<file path="src/hdl/tgc_pkg.sv">
package tgc_pkg;

	localparam int FRAC_BITS   = 16;
	localparam int QUEUE_DEPTH = 4;
	localparam int QPTR_W      = $clog2(QUEUE_DEPTH);

	localparam logic [15:0] COLOR_HOT   = 16'hF800;
	localparam logic [15:0] COLOR_COLD  = 16'h001F;
	localparam logic [15:0] COLOR_WHITE = 16'hFFFF;

	localparam logic [FRAC_BITS-1:0] FRAC_HALF = FRAC_BITS'(1) << (FRAC_BITS - 1);
	localparam logic [FRAC_BITS+1:0] FRAC_TWO  = (FRAC_BITS+2)'(1) << (FRAC_BITS + 1);

	localparam logic [5:0] MAX_RB = 6'd31;
	localparam logic [5:0] MAX_G  = 6'd63;

	typedef enum logic [2:0] {
		KIND_HOT,
		KIND_COLD,
		KIND_WHITE,
		KIND_LOWER,
		KIND_UPPER
	} kind_t;

	typedef struct packed {
		kind_t       kind;
		logic [15:0] num;
		logic [15:0] den;
	} item_t;

	typedef struct packed {
		logic  empty;
		item_t item;
	} qhead_t;

	// One restoring division step: {quotient bit, new remainder}.
	function automatic logic [16:0] div_step(input logic [15:0] rem, input logic [15:0] den);
		logic [16:0] sh;
		logic [16:0] diff;
		sh   = {rem, 1'b0};
		diff = sh - {1'b0, den};
		if (sh >= {1'b0, den})
			return {1'b1, diff[15:0]};
		else
			return {1'b0, sh[15:0]};
	endfunction

endpackage

</file>
<file path="src/hdl/tgc_front.sv">
module tgc_front (
	input  logic signed [15:0] reading,
	input  logic signed [15:0] low_limit,
	input  logic signed [15:0] target_level,
	input  logic signed [15:0] high_limit,
	output tgc_pkg::item_t     item
);
	import tgc_pkg::*;

	logic signed [16:0] rd, lo, tg, hi;
	logic signed [16:0] num_lo, den_lo, num_hi, den_hi;

	assign rd = 17'(reading);
	assign lo = 17'(low_limit);
	assign tg = 17'(target_level);
	assign hi = 17'(high_limit);

	assign num_lo = rd - lo;
	assign den_lo = tg - lo;
	assign num_hi = rd - tg;
	assign den_hi = hi - tg;

	always_comb begin
		item.num  = num_hi[15:0];
		item.den  = den_hi[15:0];
		if (rd >= hi)
			item.kind = KIND_HOT;
		else if (rd <= lo)
			item.kind = KIND_COLD;
		else if (tg <= lo || hi <= tg)
			item.kind = KIND_WHITE;
		else if (rd < tg) begin
			item.kind = KIND_LOWER;
			item.num  = num_lo[15:0];
			item.den  = den_lo[15:0];
		end else
			item.kind = KIND_UPPER;
	end

endmodule

</file>
<file path="src/hdl/tgc_queue.sv">
module tgc_queue (
	input  logic           clk,
	input  logic           arst_n,
	input  logic           push,
	input  tgc_pkg::item_t wr_item,
	output logic           full,
	input  logic           pop,
	output tgc_pkg::qhead_t head
);
	import tgc_pkg::*;

	item_t             mem_q [QUEUE_DEPTH];
	logic [QPTR_W-1:0] wr_ptr_q, rd_ptr_q;
	logic [QPTR_W:0]   count_q;
	logic              do_push, do_pop;

	assign full       = (count_q == (QPTR_W+1)'(QUEUE_DEPTH));
	assign head.empty = (count_q == '0);
	assign head.item  = mem_q[rd_ptr_q];
	assign do_push    = push && !full;
	assign do_pop     = pop && !head.empty;

	always_ff @(posedge clk or negedge arst_n) begin
		if (!arst_n) begin
			wr_ptr_q <= '0;
			rd_ptr_q <= '0;
			count_q  <= '0;
		end else begin
			if (do_push)
				wr_ptr_q <= wr_ptr_q + 1'b1;
			if (do_pop)
				rd_ptr_q <= rd_ptr_q + 1'b1;
			if (do_push && !do_pop)
				count_q <= count_q + 1'b1;
			else if (do_pop && !do_push)
				count_q <= count_q - 1'b1;
		end
	end

	always_ff @(posedge clk) begin
		if (do_push)
			mem_q[wr_ptr_q] <= wr_item;
	end

endmodule

</file>
<file path="src/hdl/tgc_back.sv">
module tgc_back (
	input  logic            clk,
	input  logic            arst_n,
	input  tgc_pkg::qhead_t head,
	output logic            q_pop,
	output logic [15:0]     color_rgb565,
	output logic            empty,
	input  logic            pop
);
	import tgc_pkg::*;

	localparam int LAST = FRAC_BITS;

	// divider pipeline: stage j holds j quotient bits
	kind_t                kind_s [1:LAST];
	logic [15:0]          rem_s  [1:LAST];
	logic [15:0]          den_s  [1:LAST];
	logic [FRAC_BITS-1:0] quo_s  [1:LAST];
	logic [LAST:1]        vld_s;

	logic [16:0] step [1:LAST];
	logic        ob_full, adv;

	assign adv   = !(vld_s[LAST] && ob_full);
	assign q_pop = adv && !head.empty;

	always_comb begin
		step[1] = div_step(head.item.num, head.item.den);
		for (int j = 2; j <= LAST; j++)
			step[j] = div_step(rem_s[j-1], den_s[j-1]);
	end

	always_ff @(posedge clk or negedge arst_n) begin
		if (!arst_n)
			vld_s <= '0;
		else if (adv)
			vld_s <= {vld_s[LAST-1:1], !head.empty};
	end

	always_ff @(posedge clk) begin
		if (adv) begin
			kind_s[1] <= head.item.kind;
			den_s[1]  <= head.item.den;
			rem_s[1]  <= step[1][15:0];
			quo_s[1]  <= {{(FRAC_BITS-1){1'b0}}, step[1][16]};
			for (int j = 2; j <= LAST; j++) begin
				kind_s[j] <= kind_s[j-1];
				den_s[j]  <= den_s[j-1];
				rem_s[j]  <= step[j][15:0];
				quo_s[j]  <= {quo_s[j-1][FRAC_BITS-2:0], step[j][16]};
			end
		end
	end

	// hue to rgb: one channel ramps, the others sit at full or zero
	logic [FRAC_BITS-1:0] frac;
	logic                 le_half;
	logic [FRAC_BITS:0]   dbl, ramp;
	logic [FRAC_BITS+1:0] mirror;
	logic [5:0]           chan_max, ch;
	logic [FRAC_BITS+6:0] prod;
	logic [15:0]          color;

	assign frac    = quo_s[LAST];
	assign le_half = (frac <= FRAC_HALF);
	assign dbl     = {frac, 1'b0};
	assign mirror  = FRAC_TWO - {1'b0, dbl};
	assign ramp    = le_half ? dbl : mirror[FRAC_BITS:0];

	always_comb begin
		chan_max = MAX_RB;
		if ((kind_s[LAST] == KIND_LOWER) == le_half)
			chan_max = MAX_G;
	end

	assign prod = (FRAC_BITS+7)'(ramp) * (FRAC_BITS+7)'(chan_max);
	assign ch   = prod[FRAC_BITS+5:FRAC_BITS];

	always_comb begin
		case (kind_s[LAST])
			KIND_HOT:   color = COLOR_HOT;
			KIND_COLD:  color = COLOR_COLD;
			KIND_WHITE: color = COLOR_WHITE;
			KIND_LOWER: begin
				if (le_half)
					color = {5'd0, ch, MAX_RB[4:0]};
				else
					color = {5'd0, MAX_G, ch[4:0]};
			end
			KIND_UPPER: begin
				if (le_half)
					color = {ch[4:0], MAX_G, 5'd0};
				else
					color = {MAX_RB[4:0], ch, 5'd0};
			end
			default:    color = COLOR_WHITE;
		endcase
	end

	// two-word output buffer
	logic [15:0] ob_q [2];
	logic        ob_wr_q, ob_rd_q;
	logic [1:0]  ob_cnt_q;
	logic        ob_push, ob_pop;

	assign ob_full      = (ob_cnt_q == 2'd2);
	assign empty        = (ob_cnt_q == 2'd0);
	assign color_rgb565 = ob_q[ob_rd_q];
	assign ob_push      = vld_s[LAST] && adv;
	assign ob_pop       = pop && !empty;

	always_ff @(posedge clk or negedge arst_n) begin
		if (!arst_n) begin
			ob_wr_q  <= 1'b0;
			ob_rd_q  <= 1'b0;
			ob_cnt_q <= 2'd0;
		end else begin
			if (ob_push)
				ob_wr_q <= !ob_wr_q;
			if (ob_pop)
				ob_rd_q <= !ob_rd_q;
			if (ob_push && !ob_pop)
				ob_cnt_q <= ob_cnt_q + 2'd1;
			else if (ob_pop && !ob_push)
				ob_cnt_q <= ob_cnt_q - 2'd1;
		end
	end

	always_ff @(posedge clk) begin
		if (ob_push)
			ob_q[ob_wr_q] <= color;
	end

endmodule

</file>
<file path="src/hdl/temperature_gradient_color_core.sv">
// Temperature reading to RGB565 color.
// Input side is a queue: drive reading, low_limit, target_level, high_limit
// and push; the word is taken on a clock edge with push high and full low.
// Output side is a queue: while empty is low, color_rgb565 shows the oldest
// color; pop high on a clock edge with empty low takes it.
// The front end classifies each word (hot, cold, bad limits, below or above
// target) and forms the division operands; a four-word queue decouples it
// from the back end. The back end is a restoring divider, one quotient bit
// per stage over 16 stages, followed by the hue-to-RGB scaling and a
// two-word output buffer.
// A word is registered in the queue, each divider stage and output buffer.
// Throughput: one word per cycle while the output buffer is not full.
// Reset clears both queues and all stage valid bits; no word is in flight.
// When the receiver stalls, the output buffer fills, the divider pipeline
// holds, the middle queue fills and then full rises; no word is lost.
module temperature_gradient_color_core (
	input  logic               clk,
	input  logic               arst_n,
	input  logic signed [15:0] reading,
	input  logic signed [15:0] low_limit,
	input  logic signed [15:0] target_level,
	input  logic signed [15:0] high_limit,
	input  logic               push,
	output logic               full,
	output logic [15:0]        color_rgb565,
	output logic               empty,
	input  logic               pop
);
	import tgc_pkg::*;

	item_t  front_item;
	qhead_t head;
	logic   q_pop;

	tgc_front u_front (
		.reading      (reading),
		.low_limit    (low_limit),
		.target_level (target_level),
		.high_limit   (high_limit),
		.item         (front_item)
	);

	tgc_queue u_queue (
		.clk     (clk),
		.arst_n  (arst_n),
		.push    (push),
		.wr_item (front_item),
		.full    (full),
		.pop     (q_pop),
		.head    (head)
	);

	tgc_back u_back (
		.clk          (clk),
		.arst_n       (arst_n),
		.head         (head),
		.q_pop        (q_pop),
		.color_rgb565 (color_rgb565),
		.empty        (empty),
		.pop          (pop)
	);

endmodule

</file>
<file path="config.mk">
export PLATFORM = sky130hd
export DESIGN_NAME = temperature_gradient_color_core
export DESIGN_NICKNAME = d
export VERILOG_FILES = /design/src/hdl/tgc_pkg.sv /design/src/hdl/tgc_front.sv /design/src/hdl/tgc_queue.sv /design/src/hdl/tgc_back.sv /design/src/hdl/temperature_gradient_color_core.sv
export SDC_FILE = /design/constraint.sdc
export NUM_CORES = 2
export LEC_CHECK = 0
export ABC_CLOCK_PERIOD_IN_PS = 51200
export BUFFER_PORTS_ARGS = -buffer_cell sky130_fd_sc_hd__clkbuf_2
export CORE_ASPECT_RATIO = 0.75
export CORE_UTILIZATION = 25
export DETAILED_ROUTE_END_ITERATION = 8
export HOLD_SLACK_MARGIN = 0.02
export SETUP_SLACK_MARGIN = 0.3
export SKIP_CTS_REPAIR_TIMING = 1
export SLEW_MARGIN = 10
export SYNTH_ARGS = -nofsm -noshare
export SYNTH_HDL_FRONTEND = slang
export SYNTH_SLANG_ARGS = --single-unit
</file>
<file path="constraint.sdc">
create_clock -name clk -period 51.2 [get_ports clk]
set_input_delay 10.24 -clock clk [delete_from_list [all_inputs] [get_ports clk]]
set_output_delay 10.24 -clock clk [all_outputs]
set_load 0.03 [all_outputs]
</file>
==> implementation parameters <==
Parameter                              Value

Routing
  Residual antenna-violating net count after detailed routing    0
  Vias post-DR    29,800
  Total routed wirelength    104,000 um
  Routed length per placed instance    15.6 um
  Residual DRC count    0
  Routed via count divided by cell count    4.49
  Number of optimization iterations in the first detailed-route pass    5
  First DRT Iteration DRCs    2,539

Synth
  Adder-cell share of the synthesized area    12.6%
  Synth Area per Inst    12.5 um2
  Commonest register cell after synthesis    edfxtp_1
  Distinct cell type count of the synthesized netlist    77
  Cell area after synthesis    48,600 um2
  Synthesized instance count    3,903
  Synthesis Warnings    0
  Post-synth top area cell    edfxtp_1
  Fraction of the mapped netlist area in compound gates    9.44%
  Dominant combinational cell family by area after synthesis    adder cells
  Post-synthesis net count    4,414
  Simple-gate share of the synthesized area    8.45%
  Register bit count reported by yosys    863
  Async SR Flop Fraction    3.13%
  Post-synth EDFFs    836
  Area fraction of the dominant cell type after synthesis    51.6%
  Mux share of post-synthesis cell area    7.57%
  Sequential area share after synthesis    53.0%
  Cells taking the most area after synthesis    edfxtp_1 (52%), ha_1 (9.5%), mux2_2 (5.1%), inv_1 (3.7%), fa_1 (3.1%)
  Parity-gate share of the synthesized area counting xor and xnor cells    4.74%

Timing
  Number of hold-slack violations in the final timing report    0
  Tcrit/Tclk final    26.0%
  Setup Total Neg Slack    0 ns
  Setup repair after global routing missed its margin    false
  Tmin final    13.31 ns
  # setup viols final    0
  Count of pins over their slew limit    0
  Final Skew    0.0373 ns
  Relative max-transition margin    20.9%
  Maximum clock frequency    75.2 MHz
  Transition time at the pin with the least slew margin    1.18 ns

Global routing
  Vias in the first global route    28,900
  Pin count of the biggest net entering global routing    186
  Number of antenna violations at the first check in global routing    4
  Overall track demand over capacity in global routing    10.4%
  Wire length of the first global-routing pass    164,000 um
  Grt ovf    0

Critical path
  Logic depth of the worst register-to-register path    23
  R2R Path End    u_back.ob_q[1][8]$_DFFE_PP_
  Type of the worst setup path    in -> reg
  Endpoint arrival time on the critical path    13.71 ns
  Maximum fanout along the worst path    32
  Worst EP required    51.60 ns
  Reg-to-reg startpoint    u_back.quo_s[16][2]$_DFFE_PN_
  Worst Setup End Kind    flip-flop
  Startpoint class of the critical path    input pin
  Register-to-register setup slack    43.74 ns

Floorplanning
  I/O Pins    86
  Number of cell rows    139
  Initial core utilization    25.3%
  Die Width    511 um
  Core outline area    192,000 um2
  Overall die area    196,000 um2
  Vertical die dimension    384 um

Worst hold path
  Worst hold path stage count    0
  Class of the worst hold path    reg -> reg
  HP Start    u_back.kind_s[0][7]$_DFFE_PN_
  End point of the worst hold path    u_back.kind_s[0][10]$_DFFE_PN_

Final layout
  Post-route cell area    54,700 um2
  Total number of nets in the final design    4,546
  Fill cell instance count of the final layout    19,600
  Sequential cell area    25,800 um2
  Layout cell share with drive strength beyond 1    12.6%
  Area Growth Syn to Fin    12.4%
  Area used by multi-input combinational logic    20,800 um2

Run
  Max Cap Violations    0

Place
  Count of buffers from port buffering    85
  DPL Wire Length    77,900 um
  Post-DP Area    52,100 um2
  Final GP Congestion    0.907

Clock network
  Clock slew at reported path FFs    0.06 ns
  Root Buffer Master    clkbuf_16
  Number of buffers on the longest clock path    3
  Source-to-sink clock delay at the later pin of the worst-skew pair    0.68 ns
  CTS tree    done
  Number of H-tree levels    3
  Inserted Clock Buffers    80
  Clock Sink Count    863

Outcome
  Status    finished, final reports clean
cells in the mapped netlist (58+ instances only):
cell type / instances
a21o_1: 66
a21oi_1: 197
edfxtp_1: 836
fa_1: 75
ha_1: 368
inv_1: 476
mux2_2: 219
nand2_1: 161
nand2b_1: 86
nand4_1: 58
nor2_1: 192
nor2b_1: 61
nor3_1: 62
o21a_1: 68
o21ai_0: 150
xnor2_1: 155
xor2_1: 108
kinds of logic after synthesis:
kind of cell,Yosys count
fa+ha+maj,443
xor+xnor,263
compound gates,700
mux,298
simple gates,806
flops,863
buf+inv,530
cell type report:
cell class | count | share of cell area [%]
clock buffers | 104 | 3.92
multi-input cells | 2510 | 38.0
diodes | 3 | 0.0137
well taps | 2538 | 5.81
inverters | 476 | 3.27
repair buffers | 104 | 1.06
flip-flops and latches | 863 | 47.1
clock inverters | 44 | 0.778
layer usage:
metal,track usage (%),wire [um],up-vias
li1,-,-,14500
met1,16.1,54200,14500
met2,14.7,41700,657
met3,2.33,6480,118
met4,2.00,1520,2
met5,0,9,-
sequential cells by signal, indices dropped and copies added (netlist names), 3 cells and up:
register	count
u_back.quo_s	136
u_back.den_s	240
u_back.ob_q	32
u_back.vld_s	16
u_queue.mem_q	140
u_queue.count_q	3
u_back.kind_s	48
u_back.rem_s	240
layout by cell type (no fill, tap or decap), types with 14 or more instances in the layout:
master     netlist  layout
edfxtp_1       836     836
inv_1          476     476
ha_1           368     368
mux2_2         219     219
a21oi_1        197     197
nor2_1         192     192
nand2_1        161     161
xnor2_1        155     155
o21ai_0        150     150
xor2_1         108     108
nand2b_1        86      86
clkbuf_2         0      85
clkbuf_16        0      81
fa_1            75      75
o21a_1          68      68
a21o_1          66      66
nor3_1          62      62
nor2b_1         61      61
nand4_1         58      58
mux2i_1         45      45
nor4_1          41      41
nand3_1         39      39
mux4_2          34      34
a21boi_0        30      30
a41oi_1         28      28
dfrtp_1         27      26
a211oi_1        25      25
o31ai_1         25      25
and2_1          23      23
or3_1           23      23
clkbuf_1        25      20
a211o_1         18      18
buf_4            6      18
nand3b_1        15      15
clkinv_2         0      14
worst max-delay path: stages:
cell and delay (ns):
clkbuf_2 0.08, inv_1 0.06, ha_1 0.24, fa_1 0.43
nor2b_1 0.14, o21a_1 0.15, o21ai_1 0.15, a211oi_1 0.44
o21ai_0 0.19, o21bai_1 0.27, nor4_4 0.29, buf_4 0.53
mux2_2 0.43
through the flow:
step	utilization (%)	instances	setup slack (ns)	hold WS [ns]
final	28.4	6642	37.89	0.400
after global placement	27.1	6491	37.24	0.401
after CTS	28.4	6639	37.98	0.401
after global routing	28.4	6639	37.71	0.412
after detailed placement	27.1	6491	37.28	0.405
after floorplan	-	3903	29.83	0.400
worst max path at each step:
stage	start	end	depth (start not counted)
finish	reading[0]	u_queue.mem_q[0][19]$_DFFE_PP_	13
global route	reading[0]	u_queue.mem_q[1][19]$_DFFE_PP_	13
CTS	reading[0]	u_queue.mem_q[2][12]$_DFFE_PP_	13
detailed placement	reading[0]	u_queue.mem_q[0][19]$_DFFE_PP_	13
global placement	reading[0]	u_queue.mem_q[0][19]$_DFFE_PP_	13
floorplan	u_back.ob_cnt_q[0]$_DFFE_PN0P_	u_back.vld_s[10]$_DFFE_PN0N_	3
Power is not shown: default switching activity piles up to over one toggle a cycle in this logic, so the estimate is an artifact.
